===== src/b64d_pkg.sv =====
package b64d_pkg;

    localparam logic [7:0] PAD_CHAR   = 8'h3D;  // '='
    localparam logic [7:0] PLUS_CHAR  = 8'h2B;  // '+'
    localparam logic [7:0] SLASH_CHAR = 8'h2F;  // '/'
    localparam logic [7:0] DASH_CHAR  = 8'h2D;  // '-'
    localparam logic [7:0] UNDER_CHAR = 8'h5F;  // '_'
    localparam logic [5:0] SEXTET_62  = 6'd62;
    localparam logic [5:0] SEXTET_63  = 6'd63;

    typedef struct packed {
        logic [7:0] char_byte;
        logic       end_of_input;
    } in_item_t;

    typedef struct packed {
        logic [7:0] data_byte;
        logic       last_of_run;
    } out_item_t;

    // One decoded group: up to three bytes, oldest in the top, and how many to send.
    typedef struct packed {
        logic [23:0] bits;
        logic [1:0]  count;
    } group_t;

    function automatic logic [5:0] sextet_of(input logic [7:0] c);
        logic [5:0] v;
        v = 6'd0;
        if (c >= 8'h41 && c <= 8'h5A)
        begin
            v = 6'(c - 8'h41);
        end
        else if (c >= 8'h61 && c <= 8'h7A)
        begin
            v = 6'(c - 8'h61 + 8'd26);
        end
        else if (c >= 8'h30 && c <= 8'h39)
        begin
            v = 6'(c - 8'h30 + 8'd52);
        end
        else if (c == PLUS_CHAR || c == DASH_CHAR)
        begin
            v = SEXTET_62;
        end
        else if (c == SLASH_CHAR || c == UNDER_CHAR)
        begin
            v = SEXTET_63;
        end
        return v;
    endfunction

endpackage


===== src/b64d_front.sv =====
module b64d_front
(
    input  logic               clk,
    input  logic               rst_n,
    input  logic               in_valid,
    output logic               in_stall,
    input  b64d_pkg::in_item_t in_item,
    input  logic               q_full,
    output logic               q_push,
    output b64d_pkg::group_t   q_group
);

    logic [1:0]  pos_reg,       pos_next;
    logic [17:0] held_reg,      held_next;
    logic        third_pad_reg, third_pad_next;
    logic        stopped_reg,   stopped_next;

    logic        accept;
    logic [5:0]  sx;
    logic        pad;
    logic [17:0] held_shift;

    assign in_stall   = q_full;
    assign accept     = in_valid && !q_full;
    assign sx         = b64d_pkg::sextet_of(in_item.char_byte);
    assign pad        = (in_item.char_byte == b64d_pkg::PAD_CHAR);
    assign held_shift = {held_reg[11:0], sx};

    always_ff @(posedge clk or negedge rst_n)
    begin
        if (!rst_n)
        begin
            pos_reg       <= 2'd0;
            held_reg      <= 18'd0;
            third_pad_reg <= 1'b0;
            stopped_reg   <= 1'b0;
        end
        else
        begin
            pos_reg       <= pos_next;
            held_reg      <= held_next;
            third_pad_reg <= third_pad_next;
            stopped_reg   <= stopped_next;
        end
    end

    always_comb
    begin
        pos_next       = pos_reg;
        held_next      = held_reg;
        third_pad_next = third_pad_reg;
        stopped_next   = stopped_reg;
        q_push         = 1'b0;
        q_group        = '0;
        if (accept)
        begin
            if (stopped_reg)
            begin
                // drop everything after a padded group until the end beat
                if (in_item.end_of_input)
                begin
                    stopped_next = 1'b0;
                end
            end
            else if (pos_reg == 2'd3)
            begin
                q_push         = 1'b1;
                q_group.bits   = {held_reg, sx};
                q_group.count  = third_pad_reg ? 2'd1 : (pad ? 2'd2 : 2'd3);
                pos_next       = 2'd0;
                held_next      = 18'd0;
                third_pad_next = 1'b0;
                stopped_next   = (third_pad_reg || pad) && !in_item.end_of_input;
            end
            else
            begin
                held_next = held_shift;
                pos_next  = pos_reg + 2'd1;
                if (pos_reg == 2'd2)
                begin
                    third_pad_next = pad;
                end
                if (in_item.end_of_input)
                begin
                    // flush the partial group as if padded
                    q_push = 1'b1;
                    case (pos_reg)
                        2'd0:
                        begin
                            q_group.bits  = {held_shift[5:0], 18'd0};
                            q_group.count = 2'd1;
                        end
                        2'd1:
                        begin
                            q_group.bits  = {held_shift[11:0], 12'd0};
                            q_group.count = 2'd1;
                        end
                        default:
                        begin
                            q_group.bits  = {held_shift, 6'd0};
                            q_group.count = pad ? 2'd1 : 2'd2;
                        end
                    endcase
                    pos_next       = 2'd0;
                    held_next      = 18'd0;
                    third_pad_next = 1'b0;
                    stopped_next   = 1'b0;
                end
            end
        end
    end

`ifndef SYNTHESIS
    a_end_clears: assert property (@(posedge clk) disable iff (!rst_n)
        accept && in_item.end_of_input |=> pos_reg == 2'd0 && !stopped_reg && !third_pad_reg)
        else $error("state not cleared after end beat");

    a_stopped_empty: assert property (@(posedge clk) disable iff (!rst_n)
        stopped_reg |-> pos_reg == 2'd0)
        else $error("stopped with a partial group held");

    a_push_count: assert property (@(posedge clk) disable iff (!rst_n)
        q_push |-> q_group.count != 2'd0 && !q_full)
        else $error("bad push into group queue");
`endif

endmodule


===== src/b64d_queue.sv =====
module b64d_queue
#(
    parameter int DEPTH = 4
)
(
    input  logic             clk,
    input  logic             rst_n,
    input  logic             push,
    input  b64d_pkg::group_t push_data,
    output logic             full,
    input  logic             pop,
    output logic             not_empty,
    output b64d_pkg::group_t pop_data
);

    localparam int PTR_W = $clog2(DEPTH);
    localparam int CNT_W = $clog2(DEPTH + 1);

    b64d_pkg::group_t mem [DEPTH];

    logic [PTR_W-1:0] wr_ptr_reg, wr_ptr_next;
    logic [PTR_W-1:0] rd_ptr_reg, rd_ptr_next;
    logic [CNT_W-1:0] count_reg,  count_next;

    assign full      = (count_reg == CNT_W'(DEPTH));
    assign not_empty = (count_reg != '0);
    assign pop_data  = mem[rd_ptr_reg];

    always_comb
    begin
        wr_ptr_next = wr_ptr_reg;
        rd_ptr_next = rd_ptr_reg;
        count_next  = count_reg;
        if (push)
        begin
            wr_ptr_next = (wr_ptr_reg == PTR_W'(DEPTH - 1)) ? '0 : wr_ptr_reg + 1'b1;
        end
        if (pop)
        begin
            rd_ptr_next = (rd_ptr_reg == PTR_W'(DEPTH - 1)) ? '0 : rd_ptr_reg + 1'b1;
        end
        if (push && !pop)
        begin
            count_next = count_reg + 1'b1;
        end
        else if (pop && !push)
        begin
            count_next = count_reg - 1'b1;
        end
    end

    always_ff @(posedge clk or negedge rst_n)
    begin
        if (!rst_n)
        begin
            wr_ptr_reg <= '0;
            rd_ptr_reg <= '0;
            count_reg  <= '0;
        end
        else
        begin
            wr_ptr_reg <= wr_ptr_next;
            rd_ptr_reg <= rd_ptr_next;
            count_reg  <= count_next;
        end
    end

    always_ff @(posedge clk)
    begin
        if (push)
        begin
            mem[wr_ptr_reg] <= push_data;
        end
    end

endmodule


===== src/b64d_back.sv =====
module b64d_back
(
    input  logic                clk,
    input  logic                rst_n,
    input  logic                q_valid,
    input  b64d_pkg::group_t    q_data,
    output logic                q_pop,
    output logic                out_valid,
    input  logic                out_stall,
    output b64d_pkg::out_item_t out_item
);

    logic                work_valid_reg, work_valid_next;
    logic [23:0]         work_bits_reg,  work_bits_next;
    logic [1:0]          work_left_reg,  work_left_next;
    logic                out_valid_reg,  out_valid_next;
    b64d_pkg::out_item_t out_item_reg,   out_item_next;

    logic advance;

    assign out_valid = out_valid_reg;
    assign out_item  = out_item_reg;
    assign advance   = work_valid_reg && (!out_valid_reg || !out_stall);
    assign q_pop     = q_valid && (!work_valid_reg || (advance && work_left_reg == 2'd1));

    always_comb
    begin
        out_valid_next  = out_valid_reg;
        out_item_next   = out_item_reg;
        work_valid_next = work_valid_reg;
        work_bits_next  = work_bits_reg;
        work_left_next  = work_left_reg;
        if (advance)
        begin
            out_valid_next            = 1'b1;
            out_item_next.data_byte   = work_bits_reg[23:16];
            out_item_next.last_of_run = (work_left_reg == 2'd1);
        end
        else if (!out_stall)
        begin
            out_valid_next = 1'b0;
        end
        if (q_pop)
        begin
            work_valid_next = 1'b1;
            work_bits_next  = q_data.bits;
            work_left_next  = q_data.count;
        end
        else if (advance)
        begin
            work_bits_next  = {work_bits_reg[15:0], 8'd0};
            work_left_next  = work_left_reg - 2'd1;
            work_valid_next = (work_left_reg != 2'd1);
        end
    end

    always_ff @(posedge clk or negedge rst_n)
    begin
        if (!rst_n)
        begin
            work_valid_reg <= 1'b0;
            work_left_reg  <= 2'd0;
            out_valid_reg  <= 1'b0;
        end
        else
        begin
            work_valid_reg <= work_valid_next;
            work_left_reg  <= work_left_next;
            out_valid_reg  <= out_valid_next;
        end
    end

    always_ff @(posedge clk)
    begin
        work_bits_reg <= work_bits_next;
        out_item_reg  <= out_item_next;
    end

`ifndef SYNTHESIS
    a_work_left: assert property (@(posedge clk) disable iff (!rst_n)
        work_valid_reg |-> work_left_reg != 2'd0)
        else $error("active group with no bytes left");
`endif

endmodule


===== src/base64_stream_decoder_unit.sv =====
// A finished group is written into the group queue, then loaded into the byte sender's
// work register; its first byte is then registered onto out_valid. Characters are taken
// one per cycle unless the queue is full; bytes go out one per cycle while out_stall is low.
// in_stall rises only while the group queue (QUEUE_DEPTH entries) is full.
// Reset (rst_n low, asynchronous) empties the queue and output register and clears group state.
module base64_stream_decoder_unit
#(
    parameter int QUEUE_DEPTH = 4
)
(
    input  logic                clk,
    input  logic                rst_n,
    input  logic                in_valid,
    output logic                in_stall,
    input  b64d_pkg::in_item_t  in_item,
    output logic                out_valid,
    input  logic                out_stall,
    output b64d_pkg::out_item_t out_item
);

    // Front end: map each character to a sextet, gather groups of four and
    // push a finished group (or a flushed partial one at the end beat).
    logic             q_push;
    logic             q_full;
    logic             q_pop;
    logic             q_not_empty;
    b64d_pkg::group_t q_push_data;
    b64d_pkg::group_t q_pop_data;

    b64d_front u_front
    (
        .clk      (clk),
        .rst_n    (rst_n),
        .in_valid (in_valid),
        .in_stall (in_stall),
        .in_item  (in_item),
        .q_full   (q_full),
        .q_push   (q_push),
        .q_group  (q_push_data)
    );

    // Short queue of decoded groups: lets the character side keep going while
    // the byte side is held by out_stall.
    b64d_queue #(
        .DEPTH (QUEUE_DEPTH)
    ) u_queue
    (
        .clk       (clk),
        .rst_n     (rst_n),
        .push      (q_push),
        .push_data (q_push_data),
        .full      (q_full),
        .pop       (q_pop),
        .not_empty (q_not_empty),
        .pop_data  (q_pop_data)
    );

    // Back end: send one byte per beat, marking the last byte of each group.
    b64d_back u_back
    (
        .clk       (clk),
        .rst_n     (rst_n),
        .q_valid   (q_not_empty),
        .q_data    (q_pop_data),
        .q_pop     (q_pop),
        .out_valid (out_valid),
        .out_stall (out_stall),
        .out_item  (out_item)
    );

endmodule


===== config.mk =====
export PLATFORM = sky130hd
export DESIGN_NAME = base64_stream_decoder_unit
export DESIGN_NICKNAME = d
export VERILOG_FILES = /design/src/b64d_pkg.sv /design/src/b64d_front.sv /design/src/b64d_queue.sv /design/src/b64d_back.sv /design/src/base64_stream_decoder_unit.sv
export SDC_FILE = /design/constraint.sdc
export NUM_CORES = 1
export LEC_CHECK = 0
export ABC_AREA = 1
export BUFFER_PORTS_ARGS = -buffer_cell sky130_fd_sc_hd__buf_2
export CAP_MARGIN = 20
export CORE_ASPECT_RATIO = 0.75
export CORE_UTILIZATION = 30
export CTS_CLUSTER_DIAMETER = 150
export CTS_CLUSTER_SIZE = 14
export DETAILED_ROUTE_END_ITERATION = 10
export PLACE_DENSITY = 0.41
export SYNTH_ARGS = -nofsm -noshare
export SYNTH_HDL_FRONTEND = slang
export SYNTH_SLANG_ARGS = --single-unit
export TNS_END_PERCENT = 100

===== constraint.sdc =====
create_clock -name clk -period 7.16 [get_ports clk]
set_input_delay 0.358 -clock clk [delete_from_list [all_inputs] [get_ports clk]]
set_output_delay 0.358 -clock clk [all_outputs]
set_load 0.05 [all_outputs]

# Yosys cells after proc, flatten, opt, wreduce, memory -nomap -nowiden
# Memories as Yosys holds them, arrays and structs flattened.
# Cells that the tools add are included.
[classes]
n_addsub = 11
magnitude_cmp = 6
eq_ne = 14
n_mux = 41
bitwise_logic = 1
reduce_logical = 29
[ops]
columns = ["operator", "n"]
rows = [
  ["26-bit two-way mux", 4],
  ["26-bit one-hot mux with 2 select lines", 1],
  ["24-bit two-way mux", 2],
  ["18-bit two-way mux", 2],
  ["8-bit by 6-bit == test with 1-bit output (second input constant)", 4],
  ["6-bit two-way mux", 5],
  ["1-bit two-way mux", 17],
  ["8-bit by 7-bit greater-or-equal comparator with 1-bit output (second input constant)", 2],
  ["8-bit by 7-bit <= comparator with 1-bit output (second input constant)", 2],
  ["2-bit two-way mux", 8],
  ["6-bit subtractor (second input constant)", 2],
  ["1-bit logical AND", 10],
  ["2-bit == test (second input constant)", 4],
  ["8-bit by 7-bit == test with 1-bit output (second input constant)", 1],
  ["8-bit by 6-bit greater-or-equal comparator with 1-bit output (second input constant)", 1],
  ["8-bit by 6-bit <= comparator with 1-bit output (second input constant)", 1],
  ["1-bit zero test", 7],
  ["2-bit by 1-bit adder with 2-bit output (second input constant)", 3],
  ["6-bit by 5-bit adder with 6-bit output (second input constant)", 1],
  ["6-bit adder (second input constant)", 1],
  ["3-bit two-way mux", 2],
  ["3-bit nonzero test", 2],
  ["6-bit by 1-bit subtractor with 6-bit output (second input constant)", 1],
  ["1-bit logical OR", 5],
  ["other kinds (11)", 14],
]
[word_totals]
ff_bits = 66
mem_bits_rw = 104
input_bits = 13
out_inout_bits = 11
elab_cells = 116
memories = 1
[memory_table]
columns = ["name", "words", "width", "read_ports", "rd_clocked_by_memory_dff", "write_ports", "line", "text"]
rows = [
  ["u_queue.mem", 4, 26, 1, 0, 1, "b64d_queue.sv:19", "b64d_pkg::group_t mem [DEPTH];"],
]

# Longest topological paths before layout
# Gate-level depths: netlist of run 1.
[logic_depth]
depth_word = 12
depth_mapped = 15
ltp_nobuf = 15

# Hierarchy
# From an unflattened synthesis of run 1, not the netlist that was laid out.
[hier_totals]
hier_cells = 831
area_unflattened_um2 = 8400.6
[by_module_without_submodules]
columns = ["mod", "n_inst", "cells_per_inst", "area_per_inst_um2", "seq_area_each_um2"]
rows = [
  ["b64d_queue", 1, 355, 4722.0, 3298.2],
  ["b64d_front", 1, 345, 2169.6, 550.5],
  ["b64d_back", 1, 131, 1508.9, 1091.0],
]

# Worst setup path before layout of run 1
# OpenSTA, ideal clock, no wires.
[synth_path]
kind = "register to register"
start = "register u_queue.count_reg[0]"
end = "memory u_queue.mem[0][0] (netlist bit), enable pin"
arrival_time_ns = 2.272
required_time_ns = 6.751
path_slack_ns = 4.479
path_stages_with_launch = 10
n_path_buf = 1
synth_period_minus_slack_ns = 2.681
path_cell_list = "dfrtp_1 > inv_2 > nand3_1 > nand2_1 > nor2_2 > inv_2 > buf_6 > nor2_4 > inv_1 > nor2_1"
[synth_via]
elab_chain_len = 6
[synth_lines]
columns = ["element", "line", "text"]
rows = [
  ["start: declaration", "b64d_queue.sv:23", "logic [CNT_W-1:0] count_reg, count_next;"],
  ["start signal: assignment", "b64d_queue.sv:64", "count_reg <= count_next;"],
  ["3-bit == test", "b64d_queue.sv:25", "assign full = (count_reg == CNT_W'(DEPTH));"],
  ["1-bit zero test", "b64d_front.sv:24", "assign accept = in_valid && !q_full;"],
  ["1-bit logical AND", "b64d_front.sv:24", ""],
  ["1-bit two-way mux", "b64d_front.sv:55", "if (accept)"],
  ["net q_push", "base64_stream_decoder_unit.sv:23", "logic q_push;"],
  ["1-bit two-way mux", "b64d_queue.sv:70", "if (push)"],
  ["1-bit two-way mux (implied by the code)", "b64d_queue.sv:72", "mem[wr_ptr_reg] <= push_data;"],
  ["end: declaration", "b64d_queue.sv:19", ""],
]
# The timed path passes the listed nets, and every way through them passes these cells.

# Worst setup path after layout of run 1
[layout_path]
start = "register u_queue.count_reg[0]"
end = "register u_queue.count_reg[2]"
[layout_via]
elab_chain_len = 7
[layout_lines]
columns = ["element", "line", "text"]
rows = [
  ["3-bit == test *", "b64d_queue.sv:25", ""],
  ["1-bit zero test *", "b64d_front.sv:24", ""],
  ["1-bit logical AND *", "b64d_front.sv:24", ""],
  ["1-bit two-way mux *", "b64d_front.sv:55", ""],
  ["net q_push", "base64_stream_decoder_unit.sv:23", ""],
  ["1-bit zero test", "b64d_queue.sv:46", "else if (pop && !push)"],
  ["1-bit logical AND", "b64d_queue.sv:46", ""],
  ["2-bit nonzero test (no source line)", "--", ""],
]
# The timed path passes the listed nets; every way through them passes the cells marked *. The select of a mux whose other input is x is not followed.
# A chain may end at the register's enable or synchronous reset.

==> flow_metrics.tcl, run 1 <==
set metrics [dict create \
    crit_chain "inv_2 > nand3_1 > nand2_1 > nor2_2 > inv_2 > nor2_4 > ha_1 > inv_1 > fa_1 > a21oi_1 > o21ai_0 > xor2_1" \
    path_depth 12 \
    period_needed_ps 3103 \
    pin_count 24 \
    busiest_layer "met2" \
    yosysTopAreaCell "edfxtp_1" \
    yosysWarnings 0 \
    final_hold_viol_count 0 \
    grt_pass1_wl_microns 30800 \
    rows 50 \
    drt_iter0_drc 301 \
    clock-sinks 170 \
    fin_hold_ws_ps 18.10 \
    num-nets-final 807 \
    end_kind "register" \
    crit_fanout 21 \
    die_h_microns 142.1 \
    worst_setup_path_start_kind "register" \
    gp_congestion 0.8523 \
    cts_buffer_depth 2 \
    track_usage 0.1539 \
    cts.hold.buffers_added 0 \
    p_leak_nw 3.421 \
    path_class "register to register" \
    drc_errors 0 \
    groute.layer.met2.usage 0.2314 \
    syn_nets 787 \
    yosysSeqAreaShare 0.6294 \
    clk_latency_ps 420 \
    ys.flop_type "edfxtp_1" \
    tns_ps 0 \
    cts_made_buffers 17 \
    worst_slew_pin_slew_ps 858.9 \
    p_per_area_mw_per_mm2 390.4 \
    multi_input_comb_area_sq_mm 0.002537 \
    use_met1 0.2190 \
    critPathMostFrequentCell "inv_2" \
    yosys.area.top_type_share 0.5242 \
    cts_max_level 4 \
    finalMaxSlewViolations 0 \
    cts_root_buffer "clkbuf_16" \
    outcome "finished clean" \
    synth_cells 753 \
    ir_worst_vdd_mv 0.2564 \
    critPathArrivalTime_ps 3400 \
    period_share 0.4334 \
    fmax_mhz 322.2 \
    r2r_slack_ps 4060 \
    vias 5321 \
    synthesis.area_sq_mm 0.007849 \
    avgSynthCellArea_sq_um 10.42 \
    cts_tree "done" \
    dp.final_hpwl_microns 12660 \
    avgRoutedWirePerCell_microns 17.44 \
    antenna_left 0 \
    area_growth_pct 13.60 \
    reg2reg_depth 12 \
    cpLargestDelayFamily "simple AND/OR/NAND/NOR gates" \
    async_flop_share 0.1941 \
    grt_pass1_vias 5300 \
    numPortBuffers 23 \
    grt_max_degree 56 \
    rsz0062_at_grt "no" \
    critical_path_buf_inv_count 3 \
    start_util 0.3098 \
    use_met3 0.03304 \
    min_path_type "input pin to async pin" \
    antenna_found_initial 0 \
    largest_reg_flops 104 \
    cts_setup_buffers 0 \
    gr-total-overflow 0 \
    synth_seq_cells 170 \
    slew-limit-headroom 0.4274 \
    fillers 2555 \
    critPathRequiredTime_ps 7460 \
    path_clk_slew_ps 60 \
    max_cap_violations 0 \
    ys_types 34 \
    clock-skew-final_ps 6.986 \
    core_sq_mm 0.02534 \
    cts_resized 0 \
    die_width_microns 188.8 \
    dieArea_sq_mm 0.02682 \
    synth_edf_count 137 \
    synthTopCellsByArea "edfxtp_1 (52%), dfrtp_1 (11%), nor2_1 (6.8%), nand2_1 (5.2%), o21ai_0 (4.2%)" \
    cp_slowest_stage_delay_ps 660 \
    dr.pass1.iters 4 \
    drt_wl_total_microns 19570 \
    post_route_cells_drive_above_1_share 0.1186 \
    viasPerCell 4.742 \
    diodes 0 \
    register_area_sq_mm 0.004940 \
    crit_path_top_delay_cell "nor2_2" \
    setup_viol 0 \
    power_mw 3.481 \
]
-- per-stage QoR --
stage / setup slack, ps / utilization / std cells / instance area (sq um)
floorplan: 4479 / - / 753 / 7849
global placement: 4084 / 0.3280 / 1091 / 8309
detailed placement: 4043 / 0.3287 / 1092 / 8329
CTS: 4041 / 0.3519 / 1122 / 8916
global route: 3724 / 0.3519 / 1122 / 8916
finish: 4057 / 0.3519 / 1122 / 8916
-- path summary, 6_finish.rpt --
kind,startpoint,end
worst max-delay path,u_queue.count_reg[0],u_queue.count_reg[2]
worst min-delay path,rst_n,u_queue.count_reg[2]
worst max register to register,u_queue.count_reg[0],u_queue.count_reg[2]
worst min register to register,u_back.work_bits_reg[18],u_back.out_item[3]
max in group asynchronous,rst_n,u_front.held_reg[6]
min in group clk,out_stall,u_back.out_valid
-- synth_stat cells (12+ instances only) --
cell	n
nand2_1	108
nor2_1	142
inv_1	51
nand3_2	12
o21ai_1	18
a31oi_1	19
nand3_1	23
a21oi_1	36
edfxtp_1	137
ha_1	20
clkbuf_1	19
o21ai_0	66
dfrtp_1	33
-- cells by family after synthesis --
logic type               share of synthesized area
AO/OA/AOI/OAI                               0.1068
XOR/XNOR                                   0.01228
buffers and inverters                      0.04862
AND/OR/NAND/NOR                             0.1685
flip-flops                                  0.6294
adder cells (fa/ha/maj)                    0.03443
-- cell type report --
| class | instances | area share |
|---|---|---|
| inverter | 61 | 0.02624 |
| timing repair buffer | 32 | 0.02189 |
| multi-input combinational | 491 | 0.2846 |
| clock buffer | 19 | 0.04855 |
| sequential | 170 | 0.5540 |
| tap | 338 | 0.04743 |
| clock inverter | 11 | 0.01726 |
-- worst reg2reg max path, delay by kind of cell (launching register included) --
family | cells | cell delay [ps]
buffers and inverters | 3 | 450
xor gates and xnor gates | 1 | 150
adders and majority gates | 2 | 610
AOI/OAI and AO/OA | 2 | 240
and+or+nand+nor | 4 | 1110
DFF | 1 | 420
-- metal layers --
metal	routed length [microns]	vias to the layer above
li1	-	2615
met1	9827	2586
met2	8614	101
met3	865	19
met4	257	0
met5	0	-
-- layout by cell type (no fill, tap or decap), types with 2 or more instances in the layout --
cell type,synthesis,layout
clkbuf_1,19,2
xor2_1,8,8
inv_1,51,51
clkinv_1,2,5
nor2_1,142,138
nand3b_1,4,4
nand2_1,108,108
nand4_1,4,4
nand2_2,3,3
buf_2,7,23
nand3_2,12,12
inv_4,2,2
dfrtp_1,33,33
a31oi_1,19,19
ha_1,20,20
xnor2_1,3,3
clkinv_2,0,3
nor2_4,4,4
o21ai_1,18,18
o21ai_0,66,66
bufinv_16,0,4
nor2_2,3,7
o22ai_1,11,11
inv_2,6,6
nand3_1,23,23
buf_4,0,8
edfxtp_1,137,137
clkbuf_16,0,17
a21oi_1,36,36
-- report_power, final --
group	total (mW)	internal (mW)	leakage (nW)	switching, mW
combinational	1.12	0.300	1.40	0.820
sequential	1.43	1.36	1.74	0.0709
clock	0.933	0.574	0.285	0.359
(Power assumes the default switching activity.)
==> run 2: changes to the inputs <==
--- a/config.mk
+++ b/config.mk
@@ -13,7 +13,7 @@
 export CTS_CLUSTER_DIAMETER = 150
 export CTS_CLUSTER_SIZE = 14
 export DETAILED_ROUTE_END_ITERATION = 10
-export PLACE_DENSITY = 0.41
+export PLACE_DENSITY = 0.43
 export SYNTH_ARGS = -nofsm -noshare
 export SYNTH_HDL_FRONTEND = slang
 export SYNTH_SLANG_ARGS = --single-unit
==> constraint.sdc (replaced) <==
create_clock -name clk -period 2.7 [get_ports clk]
set_input_delay 0.135 -clock clk [delete_from_list [all_inputs] [get_ports clk]]
set_output_delay 0.135 -clock clk [all_outputs]
set_load 0.05 [all_outputs]
==> run 2 against run 1 <==
Effect of this change: cell count up 0.80%; clock-buffer cell count decreased by 1; sequential power rose to 2.7 times the previous value; global-route usage increased by 0.23 points; clock power is 140% higher; non-clock buffer count increased by 8; sequential share of layout area down 0.42 points; wire length up 1.7%; critical path depth stayed put; clock skew grew 5.6 ps; maximum frequency up 39%; core utilization increased by 0.27 points; critical endpoint unchanged; largest cell class unchanged.
==> flow_metrics.tcl, run 2 (synthesis results as in run 1) <==
set metrics [dict create \
    fillers 2531 \
    clk_latency_ps 420 \
    avgRoutedWirePerCell_microns 17.59 \
    clock-sinks 170 \
    gp_congestion 0.8230 \
    p_per_area_mw_per_mm2 1013 \
    post_route_cells_drive_above_1_share 0.1286 \
    reg2reg_to "u_queue.count_reg[2]" \
    die_h_microns 142.1 \
    critPathArrivalTime_ps 2540 \
    final_hold_viol_count 0 \
    cts_made_buffers 17 \
    hp-start "in_valid" \
    fin_hold_ws_ps 104.0 \
    area_growth_pct 14.46 \
    setup_viol 0 \
    period_share 0.8295 \
    cts_setup_buffers 0 \
    period_needed_ps 2240 \
    cts_root_buffer "clkbuf_16" \
    holdPathEnd "u_front.stopped_reg" \
    r2r_slack_ps 460 \
    largest_reg_flops 104 \
    drt_wl_total_microns 19900 \
    cp_slowest_stage_delay_ps 430 \
    slew-limit-headroom 0.4127 \
    rows 50 \
    cts_max_level 4 \
    worst_slack_ps 460.4 \
    reg2reg_depth 12 \
    drt_iter0_drc 336 \
    worst_setup_path_start_kind "register" \
    hold_depth 3 \
    path_clk_slew_ps 70 \
    cts_buffer_depth 2 \
    die_width_microns 188.8 \
    start_util 0.3098 \
    timing.rr.start "u_queue.count_reg[0]" \
    gr-total-overflow 0 \
    dp_worst_setup_slack_ps 457.7 \
    core_sq_mm 0.02534 \
    grt_pass1_vias 5335 \
    dp.final_hpwl_microns 12370 \
    drc_errors 0 \
    grt_pass1_wl_microns 31430 \
    pin_count 24 \
    numPortBuffers 23 \
    finalMaxSlewViolations 0 \
    fmax_mhz 446.5 \
    critPathMostFrequentCell "inv_2" \
    num-nets-final 815 \
    min_path_type "input pin to register" \
    tns_ps 0 \
    crit_chain "inv_2 > nand3_1 > nand2_1 > nor2_2 > inv_2 > nor2_4 > ha_1 > inv_1 > fa_1 > a21oi_1 > o21ai_0 > xor2_1" \
    final_common_cell "nor2_1" \
    crit_fanout 7 \
    end_kind "register" \
    diodes 0 \
    worst_slew_pin_slew_ps 881.0 \
    dr.pass1.iters 5 \
    cts_resized 0 \
    path_class "register to register" \
    ir_worst_vdd_mv 0.8156 \
    max_cap_violations 0 \
    critPathRequiredTime_ps 3000 \
    vias 5406 \
    antenna_found_initial 0 \
    cpLargestDelayFamily "adder cells" \
    final_cell_mix "nor2_1 (138), edfxtp_1 (137), nand2_1 (108), o21ai_0 (66), inv_1 (51)" \
    dieArea_sq_mm 0.02682 \
    outcome "finished clean" \
    cts_tree "done" \
    viasPerCell 4.780 \
    antenna_left 0 \
    rsz0062_at_grt "no" \
    crit_path_top_delay_cell "dfrtp_1" \
    critical_path_buf_inv_count 3 \
    track_usage 0.1562 \
    grt_max_degree 55 \
    clock-skew-final_ps 12.57 \
    p_leak_nw 3.424 \
    power_mw 9.101 \
]
==> run 2: cell count changes in the layout (fill, tap and decap cells not counted), moves of 2 or more <==
cell | previous run | this run
dlygate4sd3_1 | 0 | 2
clkinv_2 | 3 | 0
bufinv_16 | 4 | 0
inv_6 | 0 | 2
clkinvlp_4 | 1 | 7
buf_12 | 1 | 6
==> run 2: metrics by stage <==
stage               cell area [sq um]  cells  utilization
floorplan                        7849    753            -
global placement                 8437   1098       0.3330
detailed placement               8437   1098       0.3330
CTS                              8984   1131       0.3546
global route                     8984   1131       0.3546
finish                           8984   1131       0.3546
==> run 2: how the worst max path moves through the flow <==
stage	startpoint	end	slack, ps	cells after the start
after detailed placement	u_queue.count_reg[0]	u_queue.count_reg[2]	460	12
after floorplan	u_queue.count_reg[0]	u_queue.mem[0][0]	20	9
after global placement	u_queue.count_reg[0]	u_queue.count_reg[2]	500	12
final	u_queue.count_reg[0]	u_queue.count_reg[2]	460	12
after CTS	u_queue.count_reg[0]	u_queue.count_reg[2]	440	12
after global routing	u_queue.count_reg[0]	u_queue.count_reg[2]	230	12
==> run 2: cell type report <==
type	count	area, sq um	share of cell area
Inverter	61	234.0	0.02604
Clock inverter	13	97.59	0.01086
Sequential cell	170	4940	0.5499
Clock buffer	18	429.2	0.04777
Timing Repair Buffer	40	322.8	0.03593
Tap cell	338	422.9	0.04708
Multi-Input combinational cell	491	2537	0.2825
==> run 2: metal layers <==
layer  up-vias  GRT usage  share of wire
li1       2644          -              -
met1      2602     0.2306           0.51
met2       137     0.2279           0.42
met3        23    0.02589          0.044
met4         0    0.05857          0.021
met5         -          0              0
==> run 2: power by group <==
part	total [mW]	switching (mW)	internal (mW)
Combinational	3.07	2.19	0.884
Sequential	3.79	0.199	3.59
Clock	2.23	1.06	1.18
Total	9.10	3.45	5.66
==> run 2: what timing repair did <==
item	4_1_cts	5_1_grt
hold buffers	2	0
hold endpoints to repair	34	0
setup endpoints to repair	0	0
==> run 2: worst reg2reg max path, stage by stage (launching register included) <==
cell and delay (ps):
dfrtp_1 430, inv_2 60, nand3_1 90, nand2_1 110, nor2_2 140, inv_2 70, nor2_4 140, ha_1 160
inv_1 70, fa_1 430, a21oi_1 140, o21ai_0 110, xor2_1 150
